$ cat src/rtl/core/evd_pkg.sv
// ----------------------------------------------------------------------------
// evd_pkg
// types, codes and helpers shared by the event dispatcher files
// ----------------------------------------------------------------------------
package evd_pkg;

    localparam int WORD_BITS  = 32;
    localparam int WORD_SHIFT = 5;
    localparam int BIT_W      = 5;
    localparam int PORT_W     = 6;
    localparam int OP_W       = 2;

    typedef logic [OP_W-1:0] t_opcode;

    localparam t_opcode OP_UNMASK   = 2'd0;
    localparam t_opcode OP_RAISE    = 2'd1;
    localparam t_opcode OP_DISPATCH = 2'd2;

    typedef enum logic [1:0] {
        S_IDLE,
        S_SCAN,
        S_FLUSH
    } t_state;

    typedef struct packed {
        logic unmask;
        logic raise;
        logic start;
        logic take;
        logic next_word;
        logic flush;
    } t_cmd;

    typedef struct packed {
        logic word_hit;
        logic last_word;
        logic have_hold;
        logic slot_free;
    } t_status;

    // index of the lowest set bit, zero when none
    function automatic logic [BIT_W-1:0] lowest_bit(input logic [WORD_BITS-1:0] v);
        logic [BIT_W-1:0] n;
        n = '0;
        for (int i = WORD_BITS - 1; i >= 0; i--) begin
            if (v[i]) begin
                n = BIT_W'(i);
            end
        end
        return n;
    endfunction

endpackage

$ cat src/rtl/core/evd_ifs.sv
// ----------------------------------------------------------------------------
// evd interfaces
// valid/ready channels for operation requests and dispatched ports
// ----------------------------------------------------------------------------
interface evd_in_if;
    import evd_pkg::*;

    logic              valid;
    logic              ready;
    t_opcode           opcode;
    logic [PORT_W-1:0] port;

    modport source (output valid, output opcode, output port, input ready);
    modport sink   (input valid, input opcode, input port, output ready);
endinterface

interface evd_out_if;
    import evd_pkg::*;

    logic              valid;
    logic              ready;
    logic [PORT_W-1:0] port_out;
    logic              last;

    modport source (output valid, output port_out, output last, input ready);
    modport sink   (input valid, input port_out, input last, output ready);
endinterface

$ cat src/rtl/core/evd_dpath.sv
// ----------------------------------------------------------------------------
// evd_dpath
// pending/mask bitmaps, word selector, walk pointer and output register
// ----------------------------------------------------------------------------
module evd_dpath #(
    parameter int PORTS = 64
) (
    input  logic                       i_clk,
    input  logic                       i_rst_n,
    input  evd_pkg::t_cmd              i_cmd,
    input  logic [evd_pkg::PORT_W-1:0] i_port,
    output evd_pkg::t_status           o_status,
    input  logic                       i_out_ready,
    output logic                       o_out_valid,
    output logic [evd_pkg::PORT_W-1:0] o_out_port,
    output logic                       o_out_last
);
    import evd_pkg::*;

    localparam int WORDS  = (PORTS + WORD_BITS - 1) / WORD_BITS;
    localparam int WIDX_W = (WORDS > 1) ? $clog2(WORDS) : 1;

    logic [WORD_BITS-1:0] r_pend [WORDS];
    logic [WORD_BITS-1:0] r_mask [WORDS];
    logic [WORDS-1:0]     r_sel;
    logic [WORDS-1:0]     r_walk;
    logic [WIDX_W-1:0]    r_widx;
    logic                 r_hold_valid;
    logic [PORT_W-1:0]    r_hold_port;
    logic                 r_out_valid;
    logic [PORT_W-1:0]    r_out_port;
    logic                 r_out_last;

    logic                 w_port_ok;
    logic [WIDX_W-1:0]    w_in_word;
    logic [BIT_W-1:0]     w_in_bit;
    logic [WORD_BITS-1:0] w_ready;
    logic [BIT_W-1:0]     w_bi;

    assign w_port_ok = ({{(32 - PORT_W){1'b0}}, i_port} < 32'(PORTS));
    assign w_in_word = WIDX_W'(i_port >> WORD_SHIFT);
    assign w_in_bit  = i_port[BIT_W-1:0];

    // ports of the walked word that are pending and unmasked
    assign w_ready = r_pend[r_widx] & ~r_mask[r_widx];
    assign w_bi    = lowest_bit(w_ready);

    assign o_status.word_hit  = r_walk[r_widx] && (w_ready != '0);
    assign o_status.last_word = (r_widx == WIDX_W'(WORDS - 1));
    assign o_status.have_hold = r_hold_valid;
    assign o_status.slot_free = !r_out_valid || i_out_ready;

    always_ff @(posedge i_clk) begin
        if (!i_rst_n) begin
            for (int i = 0; i < WORDS; i++) begin
                r_pend[i] <= '0;
                r_mask[i] <= '1;
            end
            r_sel        <= '0;
            r_walk       <= '0;
            r_widx       <= '0;
            r_hold_valid <= 1'b0;
            r_out_valid  <= 1'b0;
        end else begin
            // load the output register, else drain it on a handshake
            if ((i_cmd.take && r_hold_valid) || i_cmd.flush) begin
                r_out_valid <= 1'b1;
            end else if (r_out_valid && i_out_ready) begin
                r_out_valid <= 1'b0;
            end
            if (i_cmd.unmask && w_port_ok) begin
                r_mask[w_in_word][w_in_bit] <= 1'b0;
            end
            if (i_cmd.raise && w_port_ok) begin
                r_pend[w_in_word][w_in_bit] <= 1'b1;
                r_sel[w_in_word]            <= 1'b1;
            end
            if (i_cmd.start) begin
                r_walk       <= r_sel;
                r_sel        <= '0;
                r_widx       <= '0;
                r_hold_valid <= 1'b0;
            end
            if (i_cmd.take) begin
                r_pend[r_widx][w_bi] <= 1'b0;
                r_hold_valid         <= 1'b1;
            end
            if (i_cmd.next_word) begin
                r_widx <= WIDX_W'(r_widx + 1'b1);
            end
            if (i_cmd.flush) begin
                r_hold_valid <= 1'b0;
            end
        end
    end

    // payload, no reset needed
    always_ff @(posedge i_clk) begin
        if (i_cmd.take) begin
            r_hold_port <= {r_widx[0], w_bi};
            if (r_hold_valid) begin
                r_out_port <= r_hold_port;
                r_out_last <= 1'b0;
            end
        end
        if (i_cmd.flush) begin
            r_out_port <= r_hold_port;
            r_out_last <= 1'b1;
        end
    end

    assign o_out_valid = r_out_valid;
    assign o_out_port  = r_out_port;
    assign o_out_last  = r_out_last;

endmodule

$ cat src/rtl/core/evd_ctrl.sv
// ----------------------------------------------------------------------------
// evd_ctrl
// sequencer for operation decode and the dispatch walk
// ----------------------------------------------------------------------------
module evd_ctrl (
    input  logic             i_clk,
    input  logic             i_rst_n,
    input  logic             i_in_valid,
    input  evd_pkg::t_opcode i_opcode,
    output logic             o_in_ready,
    input  evd_pkg::t_status i_status,
    output evd_pkg::t_cmd    o_cmd
);
    import evd_pkg::*;

    t_state r_state;
    t_state n_state;

    always_ff @(posedge i_clk) begin
        if (!i_rst_n) begin
            r_state <= S_IDLE;
        end else begin
            r_state <= n_state;
        end
    end

    always_comb begin
        n_state    = r_state;
        o_cmd      = '0;
        o_in_ready = 1'b0;
        unique case (r_state)
            S_IDLE: begin
                o_in_ready = 1'b1;
                if (i_in_valid) begin
                    if (i_opcode == OP_UNMASK) begin
                        o_cmd.unmask = 1'b1;
                    end else if (i_opcode == OP_RAISE) begin
                        o_cmd.raise = 1'b1;
                    end else if (i_opcode == OP_DISPATCH) begin
                        o_cmd.start = 1'b1;
                        n_state     = S_SCAN;
                    end
                end
            end
            S_SCAN: begin
                if (i_status.slot_free) begin
                    priority if (i_status.word_hit) begin
                        o_cmd.take = 1'b1;
                    end else if (i_status.last_word) begin
                        n_state = S_FLUSH;
                    end else begin
                        o_cmd.next_word = 1'b1;
                    end
                end
            end
            S_FLUSH: begin
                if (!i_status.have_hold) begin
                    n_state = S_IDLE;
                end else if (i_status.slot_free) begin
                    o_cmd.flush = 1'b1;
                    n_state     = S_IDLE;
                end
            end
            default: begin
                n_state = S_IDLE;
            end
        endcase
    end

endmodule

$ cat src/rtl/core/event_channel_dispatcher.sv
// ----------------------------------------------------------------------------
// event_channel_dispatcher
// event ports with pending/mask bitmaps and a per-word selector
// ----------------------------------------------------------------------------
// unmask and raise: a new transaction every cycle while idle, no result
// dispatch: input held off while the walk steps through every word and takes
//   each pending, unmasked port of the selected words in turn, the last port
//   leaving with the last flag; output stalls pause the walk and stretch it
// reset: synchronous, all ports masked, pending bits and selector cleared at once
module event_channel_dispatcher #(
    parameter int PORTS = 64
) (
    input  logic             i_clk,
    input  logic             i_rst_n,
    evd_in_if.sink           i_evt,
    evd_out_if.source        o_evt
);
    import evd_pkg::*;

    t_cmd    w_cmd;
    t_status w_status;

    // controller: decodes transactions and sequences the walk
    evd_ctrl u_ctrl (
        .i_clk      (i_clk),
        .i_rst_n    (i_rst_n),
        .i_in_valid (i_evt.valid),
        .i_opcode   (i_evt.opcode),
        .o_in_ready (i_evt.ready),
        .i_status   (w_status),
        .o_cmd      (w_cmd)
    );

    // datapath: bitmaps, priority encoder, one-deep hold for the last flag,
    // and the output register that decouples the sink
    evd_dpath #(
        .PORTS (PORTS)
    ) u_dpath (
        .i_clk       (i_clk),
        .i_rst_n     (i_rst_n),
        .i_cmd       (w_cmd),
        .i_port      (i_evt.port),
        .o_status    (w_status),
        .i_out_ready (o_evt.ready),
        .o_out_valid (o_evt.valid),
        .o_out_port  (o_evt.port_out),
        .o_out_last  (o_evt.last)
    );

endmodule

$ cat src/flat_wrapper.sv
// flat-port wrapper written by rule: the top's interface ports become plain ports
module event_channel_dispatcher_flat import evd_pkg::*;
#(
    parameter int PORTS = 64
)
  (i_clk, i_rst_n, i_evt_valid, i_evt_opcode, i_evt_port, i_evt_ready, o_evt_valid, o_evt_port_out, o_evt_last, o_evt_ready);
  evd_in_if i_evt_i ();
  evd_out_if o_evt_i ();
  input  logic i_clk;
  input  logic i_rst_n;
  input wire logic [$bits(i_evt_i.valid)-1:0] i_evt_valid;
  input wire logic [$bits(i_evt_i.opcode)-1:0] i_evt_opcode;
  input wire logic [$bits(i_evt_i.port)-1:0] i_evt_port;
  output wire logic [$bits(i_evt_i.ready)-1:0] i_evt_ready;
  output wire logic [$bits(o_evt_i.valid)-1:0] o_evt_valid;
  output wire logic [$bits(o_evt_i.port_out)-1:0] o_evt_port_out;
  output wire logic [$bits(o_evt_i.last)-1:0] o_evt_last;
  input wire logic [$bits(o_evt_i.ready)-1:0] o_evt_ready;
  assign i_evt_i.valid = i_evt_valid;
  assign i_evt_i.opcode = i_evt_opcode;
  assign i_evt_i.port = i_evt_port;
  assign i_evt_ready = i_evt_i.ready;
  assign o_evt_valid = o_evt_i.valid;
  assign o_evt_port_out = o_evt_i.port_out;
  assign o_evt_last = o_evt_i.last;
  assign o_evt_i.ready = o_evt_ready;
  event_channel_dispatcher #(.PORTS(PORTS)) u_core (.i_clk(i_clk), .i_rst_n(i_rst_n), .i_evt(i_evt_i), .o_evt(o_evt_i));
endmodule
$ cat config.mk
export PLATFORM = sky130hd
export DESIGN_NAME = event_channel_dispatcher_flat
export DESIGN_NICKNAME = d
export VERILOG_FILES = /design/src/rtl/core/evd_pkg.sv /design/src/rtl/core/evd_ifs.sv /design/src/rtl/core/evd_dpath.sv /design/src/rtl/core/evd_ctrl.sv /design/src/rtl/core/event_channel_dispatcher.sv /design/src/flat_wrapper.sv
export SDC_FILE = /design/constraint.sdc
export NUM_CORES = 1
export LEC_CHECK = 0
export BUFFER_PORTS_ARGS = -buffer_cell sky130_fd_sc_hd__buf_2
export CORE_MARGIN = 10
export CORE_UTILIZATION = 23
export CTS_CLUSTER_DIAMETER = 30
export DETAILED_ROUTE_END_ITERATION = 10
export HOLD_SLACK_MARGIN = 0.06
export PLACE_DENSITY = 0.35
export SLEW_MARGIN = 40
export SYNTH_ARGS = -nofsm -noshare
export SYNTH_HDL_FRONTEND = slang
export SYNTH_SLANG_ARGS = --single-unit
$ cat constraint.sdc
create_clock -name i_clk -period 3.5 [get_ports i_clk]
set_input_delay 0.175 -clock i_clk [delete_from_list [all_inputs] [get_ports i_clk]]
set_output_delay 0.175 -clock i_clk [all_outputs]
set_load 0.005 [all_outputs]
After elaboration in Yosys (flattened, before gate mapping)
Memories as Yosys holds them, arrays and structs flattened. A register that Yosys moved wholly into a read port is not among the register bits.
Cells that the tools add are included.
{"block": "word_totals", "out_inout_bits": 9, "input_bits": 12, "wordCells": 157, "n_memories": 2, "register_bits": 22, "mem_bits_rw": 128}
{"memory": "u_core.u_dpath.r_mask", "words": 2, "word_bits": 32, "read_ports": 1, "rd_clocked_by_memory_dff": 1, "wr": 2, "line": "evd_dpath.sv:24", "rtl": "logic [WORD_BITS-1:0] r_mask [WORDS];"}
{"memory": "u_core.u_dpath.r_pend", "words": 2, "word_bits": 32, "read_ports": 1, "rd_clocked_by_memory_dff": 1, "wr": 2, "line": "evd_dpath.sv:23", "rtl": "logic [WORD_BITS-1:0] r_pend [WORDS];"}
{"block": "classes", "n_reduce_logical": 25, "n_mux": 97, "n_addsub": 1, "n_bitwise": 4, "eq_ne": 12, "n_lt_le_gt_ge": 7}
{"cell": "32-bit two-way mux", "n": 9}
{"cell": "5-bit two-way mux", "n": 32}
{"cell": "32-bit OR reduction", "n": 3}
{"cell": "1-bit two-way mux", "n": 35}
{"cell": "32-bit bitwise AND", "n": 1}
{"cell": "32-bit inverter", "n": 1}
{"cell": "32-bit nonzero test", "n": 1}
{"cell": "2-bit two-way mux", "n": 12}
{"cell": "6-bit two-way mux", "n": 3}
{"cell": "2-bit != test, second input constant", "n": 7}
{"cell": "5-bit by 6-bit less-than comparator with 1-bit output, second input constant", "n": 2}
{"cell": "1-bit demux with 5-bit select", "n": 2}
{"cell": "5-bit by 1-bit >= comparator with 1-bit output, second input constant", "n": 2}
{"cell": "2-bit nonzero test", "n": 5}
{"cell": "8-bit AND reduction", "n": 1}
{"cell": "1-bit logical AND", "n": 6}
{"cell": "3-bit two-way mux", "n": 2}
{"cell": "2-bit one-hot mux with 3 select lines", "n": 1}
{"cell": "2-bit by 1-bit == test with 1-bit output, second input constant", "n": 2}
{"cell": "2-bit == test, second input constant", "n": 2}
{"cell": "2-bit logical NOT", "n": 2}
{"cell": "1-bit by 2-bit less-than comparator with 1-bit output, second input constant", "n": 2}
{"cell": "2-bit AND reduction", "n": 2}
{"cell": "2-bit OR reduction", "n": 2}
{"cell": "8 further kinds", "n": 9}

Longest topological paths before layout
{"block": "logic_depth", "word_depth": 41, "mapped_depth": 13}

Hierarchy
Synthesis repeated with hierarchy kept, for this count alone.
{"block": "hier_totals", "hier_cells": 691, "area_unflattened_um2": 6755.2}
{"module": "evd_dpath", "instances": 1, "cells_each": 672, "area_per_inst_um2": 6581.3}
{"module": "evd_ctrl", "instances": 1, "cells_each": 19, "area_per_inst_um2": 173.9}

Worst setup path before layout
Ideal clock, no wire load.
{"block": "synth_timing", "path_type": "register to register", "from": "register with a tool-made name", "to": "memory u_core.u_dpath.r_pend[0][12], enable pin", "period_less_slack_ps": 2738, "arrival_time_ps": 2429, "path_stages_with_launch": 11, "setup_slack_ps": 762, "required_time_ps": 3191, "cell_sequence": "dfxtp_1 buf_6 buf_8 buf_6 a32oi_4 nand4_1 nor2b_1 a211o_1 or4b_4 or2_4 o221ai_2"}
{"element": "to (decl)", "line": "evd_dpath.sv:23"}

==> results.rst <==
.. list-table::
   :header-rows: 1

   * - Metric
     - Value
   * - Outcome
     - completed
   * - Nature of the critical path startpoint
     - flop
   * - Min-delay worst type
     - in -> reg
   * - Fraction of power consumed by combinational cells
     - 0.055
   * - Die width
     - 200 µm
   * - First-pass GRT wire length
     - 42.1 mm
   * - Area added between synthesis and finish
     - 19.9%
   * - RePlAce Congestion
     - 0.833
   * - Worst skew pair latency
     - 0.43 ns
   * - First-pass detailed-route iteration total
     - 5
   * - Slowest cell on the critical path
     - and4bb_2
   * - Setup violations, final
     - 0
   * - Mapped Avg Cell Area
     - 10.3 µm²
   * - Antenna diode count
     - 0
   * - Number of nets in the finished design
     - 783
   * - Pwr Density
     - 445 nW/µm²
   * - Layout cell share with drive strength beyond 1
     - 0.198
   * - Antenna violation net count after detailed routing
     - 0
   * - CTS Buf Count
     - 17
   * - Total die area
     - 40200 µm²
   * - Routed Wire Length
     - 28.0 mm
   * - TritonCTS clock tree
     - done
   * - Cell variety after synth
     - 68
   * - Setup repair after global routing missed its margin
     - no
   * - Final worst clock skew
     - 0.0152 ns
   * - Routed via count
     - 6245
   * - Pleak
     - 3.47 nW
   * - Standard-cell row count
     - 65
   * - Violation count after the first detailed-route iteration
     - 523
   * - Most used flip-flop cell after synthesis
     - edfxtp_1
   * - Number of buffers on the longest clock path
     - 2
   * - Highest routed metal layer
     - met4
   * - Overall routing resource usage
     - 0.137
   * - Nets in the synthesized netlist
     - 739
   * - Fin Setup TNS
     - 0 ns
   * - CTS Sinks
     - 151
   * - Share of the yosys chip area belonging to registers
     - 0.506
   * - Count of buffers from port buffering
     - 20
   * - Initial antenna violation count
     - 0
   * - Wire length on met1
     - 13.2 mm
   * - Number of instances in the synthesized netlist
     - 727
   * - Initial Utilization
     - 0.235
   * - Critical path data arrival time
     - 3.42 ns
   * - Number of synthesized flops with an enable pin
     - 76
   * - Cell area after synthesis
     - 7480 µm²
   * - # H-tree levels
     - 4
   * - Reported max-cap violation count
     - 0
   * - Final critical-path share of the clock period
     - 0.944
   * - Half-perimeter wire length after detailed placement
     - 20.0 mm
   * - Routed via count divided by cell count
     - 5.12
   * - Tightest Pin Transition
     - 0.824 ns
   * - Vias in the first global route
     - 6332
   * - Remaining Overflow, GRT
     - 0
   * - Worst path required time
     - 3.62 ns
   * - Clock-pin slew on the worst setup and hold paths
     - 0.07 ns
   * - Power spent charging and discharging nets
     - 1.02 mW
   * - Tightest slew margin relative to the limit
     - 0.448
   * - Worst IR drop on VDD
     - 0.000291 V
   * - Wire length on met3
     - 972 µm
   * - Hold Fails Final Rpt
     - 0
   * - Internal power consumption
     - 2.98 mW
   * - Share of the core filled with cells in the final layout
     - 0.282
   * - Top-level port count
     - 21
   * - Reg power frac
     - 0.473
   * - Post-synthesis register bit count
     - 151
   * - DRC errors left
     - 0
   * - Final critical delay including setup and external delays
     - 3.30 ns
   * - Vertical extent of the die
     - 200 µm
   * - CP peak stage delay
     - 0.43 ns
   * - Count of pins over their slew limit
     - 0
   * - Category of the worst setup path capture point
     - flop
   * - Crit path cell chain
     - buf_12 -> nor2_1 -> a32oi_1 -> nand4_1 -> and4bb_2 -> a21oi_2 -> mux2i_4 -> buf_4 -> nand2_2 -> o221ai_1
   * - Maximum number of pins on one net before global-route repair
     - 50
   * - Post-detailed-route wirelength per cell
     - 23.0 µm
   * - Clock Power Share
     - 0.472
   * - Core footprint
     - 31800 µm²
   * - Post-route total power
     - 4.00 mW
   * - Cell at the root of the clock tree
     - clkbuf_16
   * - Upper clock frequency limit
     - 303 MHz
   * - Crit Path Max Fanout
     - 33
   * - Share of flip-flops with an asynchronous set or reset
     - 0
   * - Met2 Routed Length
     - 13.2 mm
   * - Worst Path Class, Setup
     - reg -> reg
   * - Net Sw Frac
     - 0.256
   * - Warnings from Yosys
     - 0
==> per-stage QoR <==
step	instance area [µm²]	hold WS [ns]	setup WS [ns]	cells
after global placement	8310	0.403	0.121	1184
after floorplan	7480	0.323	0.762	727
after detailed placement	8320	0.406	0.0937	1184
after global routing	8980	0.0775	0.0154	1219
final	8980	0.0874	0.197	1219
after CTS	8930	0.0690	0.0763	1217
==> registers in the layout (all words and copies together) (netlist names), named ones only <==
name                         count
u_core.u_dpath.r_mask           64
u_core.u_dpath.r_pend           64
u_core.u_dpath.o_out_port        6
u_core.u_dpath.r_hold_port       6
u_core.u_ctrl.r_state            2
u_core.u_dpath.r_sel             2
u_core.u_dpath.r_walk            2
u_core.u_dpath.o_out_last        1
u_core.u_dpath.o_out_valid       1
u_core.u_dpath.r_hold_valid      1
u_core.u_dpath.r_widx            1
==> final cells by class <==
cell class              count  area (µm²)
clock buffers              20         489
clock inverters            12         105
fillers                  3348       22800
flip-flops and latches    151        3780
multi-input cells         476        3290
inverters                  45         169
repair buffers             80         593
well taps                 435         544
==> metal layers <==
| layer | GRT usage | vias up |
|---|---|---|
| met1 | 0.185 | 3172 |
| met5 | 0 | - |
| met3 | 0.0190 | 26 |
| li1 | - | 2895 |
| met2 | 0.218 | 152 |
| met4 | 0.0538 | 0 |
==> path summary, 6_finish.rpt <==
check,endpoint,start,depth (start not counted),slack (ns)
hold / removal,u_core.u_dpath.o_out_valid$_SDFFE_PN0P_,o_evt_ready,3,0.09
hold reg to reg,u_core.u_dpath.o_out_port[3]$_DFFE_PP_,u_core.u_dpath.r_hold_port[3]$_DFFE_PP_,0,0.42
setup / recovery,u_core.u_dpath.r_pend[0][27]$_SDFFCE_PN0P_,flop,10,0.20
setup reg to reg,u_core.u_dpath.r_pend[0][27]$_SDFFCE_PN0P_,flop,10,0.20
==> logic make-up (layout without fill, tap and decap cells) <==
group | after synthesis | in the layout | share of synthesized area
simple gates | 247 | 247 | 0.165
compound gates | 223 | 223 | 0.257
buf+inv | 100 | 157 | 0.0617
mux | 6 | 6 | 0.0105
flops | 151 | 151 | 0.506
==> layout by cell type (no fill, tap or decap), types with 6 or more instances in the layout <==
cell type	Yosys	routed
and3_1	6	6
inv_1	44	44
a21oi_1	11	11
dfxtp_1	75	74
a2bb2oi_1	34	34
nor2b_1	8	8
nand2_1	29	29
o221ai_1	35	35
and2_1	7	7
edfxtp_1	76	76
a22oi_1	36	36
clkbuf_16	0	19
a32oi_1	25	25
nor2_1	112	109
a32o_1	14	14
nand2b_1	9	9
o311ai_1	13	13
nor3_1	8	8
o211ai_1	7	7
a32oi_2	8	8
o21ai_0	9	9
nand4_1	8	8
buf_4	3	57
nand3_1	27	27
buf_2	9	19
==> Yosys cell counts, types with 8 or more instances <==
master     instances  area [µm²]
a32oi_1           25         219
a22oi_1           36         270
nand3_1           27         135
inv_1             44         165
buf_2              9        45.0
a32oi_2            8         130
o221ai_1          35         307
a2bb2oi_1         34         298
dfxtp_1           75        1500
nand2_1           29         109
edfxtp_1          76        2280
o21ai_0            9        45.0
o311ai_1          13         114
clkbuf_1          31         116
nor2b_1            8        50.1
a21oi_1           11        55.1
nor2_1           112         420
nand2b_1           9        56.3
nand4_1            8        50.1
a32o_1            14         140
nor3_1             8        40.0
==> critical path, delay by kind of cell (launching register included) <==
kind	cells	cell delay (ns)
compound gates	3	0.73
buf+inv	2	0.50
flops	1	0.37
mux	1	0.33
simple gates	4	1.03
==> power groups by stage <==
stage | Combinational (mW) | Clock (mW) | Sequential [mW]
6_report | 0.221 | 1.89 | 1.89
3_3_place_gp | 0.214 | 0 | 1.93
2_1_floorplan | 0.149 | 0 | 1.92
3_5_place_dp | 0.218 | 0 | 1.93
5_1_grt | 0.238 | 1.99 | 1.89
4_1_cts | 0.219 | 1.93 | 1.89
==> repair_timing <==
action | in CTS | in global routing
hold buffers | 1 | 0
endpoints found under the hold margin | 1 | 0
setup buffers | 0 | 2
endpoints found under the setup margin | 0 | 17
gates resized for setup | 0 | 4
Note: power is estimated with default switching activity, not from simulation.
